==> config.mk <==
export PLATFORM = sky130hd
export DESIGN_NAME = ftrq_isqrt
export DESIGN_NICKNAME = d
export VERILOG_FILES = /design/src/rtl/ftrq_pkg.sv /design/src/rtl/ftrq_isqrt.sv
export SDC_FILE = /design/constraint.sdc
export NUM_CORES = 2
export LEC_CHECK = 0
export BUFFER_PORTS_ARGS = -buffer_cell sky130_fd_sc_hd__buf_2
export CORE_MARGIN = 8
export CORE_UTILIZATION = 55
export DETAILED_ROUTE_END_ITERATION = 8
export PLACE_DENSITY = 0.76
export SYNTH_ARGS = -nofsm -noshare
export SYNTH_HDL_FRONTEND = slang
export SYNTH_SLANG_ARGS = --single-unit
==> constraint.sdc <==
create_clock -name clk -period 9.9 [get_ports clk]
set_clock_uncertainty 0.15 [all_clocks]
set_input_delay 1.98 -clock clk [delete_from_list [all_inputs] [get_ports clk]]
set_output_delay 1.98 -clock clk [all_outputs]
set_load 0.05 [all_outputs]
==> src/rtl/ftrq_pkg.sv <==
// Shared constants, register codes and a helper function for the rotation quaternion block.
package ftrq_pkg;

  localparam int OUT_FRAC_BITS_DEF = 30;
  localparam int SQRT_STEPS = 2;
  localparam int DIV_STEPS = 2;

  localparam logic [30:0] RESET_OPP_MARGIN = 31'd1073742;
  localparam logic [30:0] RESET_PAR_LIMIT = 31'd10737418;
  localparam logic [31:0] ONE_Q30 = 32'h4000_0000;

  typedef enum logic [0:0] {
    REG_OPP_MARGIN = 1'b0,
    REG_PAR_LIMIT  = 1'b1
  } cfg_reg_t;

  // left shift that brings the largest magnitude into [2^30, 2^31]
  function automatic logic [4:0] shift_count(input logic [31:0] m);
    logic [4:0] k;
    k = 5'd0;
    for (int i = 0; i < 31; i++) begin
      if (m[i]) begin
        k = 5'(30 - i);
      end
    end
    return k;
  endfunction

endpackage

==> src/rtl/ftrq_isqrt.sv <==
// Pipelined floor square root of a 64-bit word, two result bits per stage.
module ftrq_isqrt #(
  parameter int SIDE_W = 1
) (
  input  logic              clk,
  input  logic              rst,
  input  logic              en,
  input  logic              in_valid,
  input  logic [63:0]       in_v,
  input  logic [SIDE_W-1:0] in_side,
  output logic              out_valid,
  output logic [31:0]       out_root,
  output logic [SIDE_W-1:0] out_side
);

  localparam int SPS = ftrq_pkg::SQRT_STEPS;
  localparam int NST = 32 / SPS;

  logic [63:0]       vl_q   [NST];
  logic [35:0]       rm_q   [NST];
  logic [31:0]       rt_q   [NST];
  logic              vld_q  [NST];
  logic [SIDE_W-1:0] side_q [NST];

  for (genvar st = 0; st < NST; st++) begin : g_st
    logic [63:0]       vl_i, vl_c;
    logic [35:0]       rm_i, rm_c;
    logic [31:0]       rt_i, rt_c;
    logic              vld_i;
    logic [SIDE_W-1:0] side_i;

    if (st == 0) begin : g_first
      assign vl_i   = in_v;
      assign rm_i   = '0;
      assign rt_i   = '0;
      assign vld_i  = in_valid;
      assign side_i = in_side;
    end else begin : g_next
      assign vl_i   = vl_q[st-1];
      assign rm_i   = rm_q[st-1];
      assign rt_i   = rt_q[st-1];
      assign vld_i  = vld_q[st-1];
      assign side_i = side_q[st-1];
    end

    always_comb begin
      vl_c = vl_i;
      rm_c = rm_i;
      rt_c = rt_i;
      for (int j = 0; j < SPS; j++) begin
        rm_c = {rm_c[33:0], vl_c[63:62]};
        vl_c = {vl_c[61:0], 2'b00};
        if (rm_c >= {2'b00, rt_c, 2'b01}) begin
          rm_c = rm_c - {2'b00, rt_c, 2'b01};
          rt_c = {rt_c[30:0], 1'b1};
        end else begin
          rt_c = {rt_c[30:0], 1'b0};
        end
      end
    end

    always_ff @(posedge clk) begin
      if (rst) begin
        vld_q[st] <= 1'b0;
      end else if (en) begin
        vld_q[st] <= vld_i;
      end
      if (en) begin
        vl_q[st]   <= vl_c;
        rm_q[st]   <= rm_c;
        rt_q[st]   <= rt_c;
        side_q[st] <= side_i;
      end
    end
  end

  assign out_valid = vld_q[NST-1];
  assign out_root  = rt_q[NST-1];
  assign out_side  = side_q[NST-1];

endmodule

Yosys cells after proc, flatten, opt, wreduce, memory -nomap -nowiden
Memories as Yosys holds them, arrays and structs flattened.
Cells that the tools add are included.
Word-level totals
  memories: 5
  memory bits (writable): 2080
  bits of input ports: 69
  output and inout bits: 34
  bits in registers: 0
  logic and storage cells: 171
Memories
  vl_q: words 16, bits a word 60, rd ports 15, clocked after Yosys merged registers in 0, wr ports 16, RTL line ftrq_isqrt.sv:19  | logic [63:0] vl_q [NST];
  rm_q: words 16, bits a word 36, rd ports 15, clocked after Yosys merged registers in 0, wr ports 16, RTL line ftrq_isqrt.sv:20  | logic [35:0] rm_q [NST];
  rt_q: words 16, bits a word 32, rd ports 16, clocked after Yosys merged registers in 0, wr ports 16, RTL line ftrq_isqrt.sv:21  | logic [31:0] rt_q [NST];
  side_q: words 16, bits a word 1, rd ports 16, clocked after Yosys merged registers in 0, wr ports 16, RTL line ftrq_isqrt.sv:23  | logic [SIDE_W-1:0] side_q [NST];
  vld_q: words 16, bits a word 1, rd ports 16, clocked after Yosys merged registers in 0, wr ports 16, RTL line ftrq_isqrt.sv:22  | logic vld_q [NST];
Operators by class
  muxes and demuxes: 86
  add/sub/neg operators: 32
  bitwise logic cells: 16
  $lt $le $gt $ge: 32
Operator list (number)
  $ge 36x34->1: 30
  $mux 36: 16
  $mux 34: 16
  $sub 36x34->36: 15
  $sub 34x34->34: 15
  $mux 1: 54
  $ge 36x3->1: 1
  $sub 36x3->36: 1
  $or 1x1->1: 16
  $sub 2x1->3 const B: 1
  $ge 2x1->1 const B: 1

Depth between registers and ports, before layout
An unclocked memory read counts as a cell.
  depth after elaboration: 5
  depth in mapped cells: 31
  depth with buffers taken out: 29

Worst setup path before layout
OpenSTA, ideal clock, no wires.
  path type: register to register
  start point: memory rm_q[10][24] (netlist: rm_q[1][96])
  end point: memory rm_q[11][18] (netlist: rm_q[1][126]), data pin
  path slack: 3.632 ns
  cell stages (with the launch flop): 27
  data arrival time: 5.858 ns
  clock period less this slack: 6.268 ns
  data required time: 9.490 ns
  path buffers: 6
  library setup time: 0.260 ns
  cells stage by stage: edfxtp_1 -> buf_2 -> or4_1 -> nor3_1 -> nand2_1 -> or3_1 -> or3_1 -> clkbuf_1 -> inv_2 -> clkbuf_1 -> buf_1 -> nor2_1 -> nor2_1 -> ha_1 -> a21oi_1 -> o21ai_0 -> a2111oi_0 -> nor3_1 -> a221oi_1 -> o31ai_1 -> a41oi_1 -> nor2b_1 -> nor4_1 -> nand4bb_1 -> buf_2 -> buf_2 -> mux2_2
RTL lines (RTL line)
  start, declared: ftrq_isqrt.sv:20

==> summary.md <==
| Metric | Value |
|---|---|
| Outcome | finished, final reports clean |
| Final hold vios | 0 |
| Port buffer count | approximately 100 |
| Initial DRT Pass Iterations | 6 |
| FMAX | 127 MHz |
| Yosys top cell by area | edfxtp_1 |
| First DRT Iteration DRCs | 6378 |
| GP Congestion | slightly below 1 |
| CTS sink count | about 1300 |
| Synth Cell Area | 82400 µm² |
| Synth top cells by count | edfxtp_1, nor2_1, a21oi_1 |
| Total gr overflow | 0 |
| Mean Syn Cell Area | 10.1 µm² |
| Via Count | 62453 |
| Ant diodes | 0 |
| # Post-CTS Setup Buffers | 0 |
| Syn Inst Count | 8146 |
| Ys async rst share | 0 |
| Crit path max fanout | 43 |
| FF-to-FF End | rm_q[1][134]$_DFFE_PP_ |
| Multi-input logic area | 41500 µm² |
| Antenna Violating Nets Remaining | 0 |
| R2R cell count | 23 |
| Fin Hold WS | 0.258 ns |
| CTS Buffer Depth | 3 |
| Max_slew headroom | 0.249 |
| CTS tree | built |
| Starting Density | 0.552 |
| Post-CTS Hold Fix Bufs | 0 |
| Area growth, synth to finish | 8.55% |
| Ports | 103 |
| Final HPWL DP | about 160000 µm |
| Rows | 142 |
| Final period util | 0.794 |
| CTS buffer count | 139 |
| HP Start | vl_q[1][39]$_DFFE_PP_ |
| CTS resizes | 0 |
| Arr. time, crit path | 8.26 ns |
| Flop-to-flop setup slack | 2.04 ns |
| Register area | 38200 µm² |
| Max H-tree Level | 4 |
| Initial antenna violation count | 1 |
| Slew @ Worst Pin | roughly 1.1 ns |
| RR Startpoint | rm_q[1][96]$_DFFE_PP_ |
| RSZ-0062 raised after global routing | false |
| Non-filler cells, final | 10258 |
| Required @ worst endpoint | just over 10 ns |
| Die Y | 403 µm |
| Latest clock arrival within the worst-skew pair | between 0.7 and 0.8 ns |
| Global-route usage over all layers | 0.243 |
| Setup TNS | 0 ns |
| Drt total wl | 205000 µm |
| Min-Delay Path Depth | 0 |
| Min Tclk post-route | approximately 8 ns |
| Worst setup SP type | flip-flop |
| Syn. warnings | 0 |
| Crit. End Element | flip-flop |
| Largest net degree at the start of global routing | roughly 160 |
| Final #Nets | 8830 |
| DR vias/cell | 6.09 |
| Routed WL per cell | 20.0 µm |
| FF+latch count, synth | 1271 |
| Hold Path Class | flip-flop to flip-flop |
| Prevailing post-synth register cell | edfxtp_1 |
| Die area | about 160000 µm² |
| WS Path Type | flip-flop to flip-flop |
| Leak | 35.2 nW |
| Synth cell types | 109 |
| Core Region | approximately 150000 µm² |
| Clk root buf | clkbuf_16 |
| Fill cells | between 10000 and 15000 |
| Most common cell in the netlist | edfxtp_1 |
| Drt drc | 0 |
| Vias in the first global route | 58967 |
| Setup violations, final | 0 |
| EDFF count, synth | 1271 |
| First-pass GRT wire length | ~320000 µm |
| Cell count after placement | 10006 |
| Worst vdd ir | roughly 170 µV |
| Hold EP | vl_q[1][103]$_DFFE_PP_ |
| Share of the synthesized area in the top cell type | 0.463 |
| Pwr dens | roughly 260 nW/µm² |
| Synth area leaders | edfxtp_1, ha_1, xnor2_1, a21oi_1, nor2_1 |
| Max Cap Viol | 0 |
| Sequential element share of the synthesized area | 0.463 |
| Ratio of cells with drive above 1 in the final layout | 0.0689 |
| Final Max Slew Viols | 0 |
| Die width | 403 µm |
| Worst-path clk slew | about 0.060 ns |
## metrics by stage
| step | worst slack, ns | power, mW | utilization | area (µm²) |
|---|---|---|---|---|
| after floorplan | 3.63 | 15.6 | - | 82400 |
| after global placement | 2.55 | 18.0 | 0.568 | 84800 |
| after detailed placement | 2.22 | 18.2 | 0.568 | 84800 |
| after CTS | 2.18 | 23.5 | 0.599 | 89400 |
| after global routing | 1.58 | 25.0 | 0.599 | 89400 |
| final | 2.04 | 23.6 | 0.599 | 89400 |
## per-layer routing
metal | up-vias | global-route usage | share of wire
li1 | 30319 | - | -
met1 | 29821 | 0.353 | 0.46
met2 | 2031 | 0.380 | 0.45
met3 | 280 | 0.0417 | 0.071
met4 | 2 | 0.0607 | 0.023
met5 | - | 0 | 0.000063
## worst max-delay path by stage
stage                                start  cells past startpoint                      to
finish               rm_q[1][96]$_DFFE_PP_                     23  rm_q[1][134]$_DFFE_PP_
global route        rm_q[0][267]$_DFFE_PP_                     22   rm_q[1][29]$_DFFE_PP_
CTS                 rm_q[0][267]$_DFFE_PP_                     22   rm_q[1][29]$_DFFE_PP_
detailed placement  rm_q[0][267]$_DFFE_PP_                     22   rm_q[1][29]$_DFFE_PP_
global placement    rm_q[1][124]$_DFFE_PP_                     23  rm_q[1][148]$_DFFE_PP_
floorplan            rm_q[1][96]$_DFFE_PP_                     26  rm_q[1][126]$_DFFE_PP_
## critical path: stages (launching register included)
cell       delay, ns
edfxtp_1        0.51
or4_1           0.63
nor3_1          0.25
nand2_1         0.14
or3_1           0.48
or3_1           0.34
buf_4           0.27
inv_2           0.44
o21ai_0         0.23
ha_1            0.40
a21oi_1         0.22
o21ai_0         0.14
a2111oi_0       0.50
nor3_1          0.19
a221oi_1        0.37
o31ai_1         0.13
a41oi_1         0.44
nor2b_1         0.10
nor4_1          0.57
nand4bb_2       0.22
buf_4           0.34
nand2b_1        0.19
nor3b_1         0.08
xnor2_1         0.27
## cells in the final DEF (no fill, tap or decap), types with 38 or more instances in the layout
cell type / n
a211oi_1: 40
a21boi_0: 38
a21o_1: 271
a21oi_1: 665
a31oi_1: 85
and2_1: 68
and3_1: 64
buf_2: 101
clkbuf_16: 140
edfxtp_1: 1271
ha_1: 558
inv_1: 478
mux2_2: 88
nand2_1: 634
nand2b_1: 105
nand3_1: 195
nand4_1: 141
nor2_1: 683
nor2b_1: 104
nor3_1: 172
nor4_1: 104
o21a_1: 88
o21ai_0: 441
o21bai_1: 58
o31ai_1: 58
or2_2: 39
or3_1: 77
or4_1: 40
xnor2_1: 504
xor2_1: 286
## power breakdown
group          internal, mW  leakage, nW  total, mW  switching, mW
Sequential             7.18         12.2       7.89          0.708
Combinational          4.30         20.8       10.4           6.13
Clock                  2.99         2.25       5.25           2.26
## logic make-up (layout without fill, tap and decap cells)
group | after synthesis | count (layout) | synth area share
other cells | 1 | 3 | 0.0000455
fa+ha+maj | 558 | 558 | 0.0847
xor+xnor | 790 | 790 | 0.0840
mux | 109 | 109 | 0.0146
compound gates | 2070 | 2070 | 0.159
flops | 1271 | 1271 | 0.463
simple gates | 2631 | 2631 | 0.161
buf+inv | 716 | 882 | 0.0336
## state kept, by name, summed over array words and instances (netlist names)
signal / count
side_q: 16
rt_q: 272
rm_q: 487
vl_q: 480
vld_q: 16
## final cells by class
cell class              instances  share of cell area
clock buffers                 158              0.0399
clock inverters                94              0.0119
inverters                     493              0.0207
multi-input cells            6161               0.464
flip-flops and latches       1271               0.427
well taps                    1944              0.0272
repair buffers                137             0.00951
(Power assumes the default switching activity.)
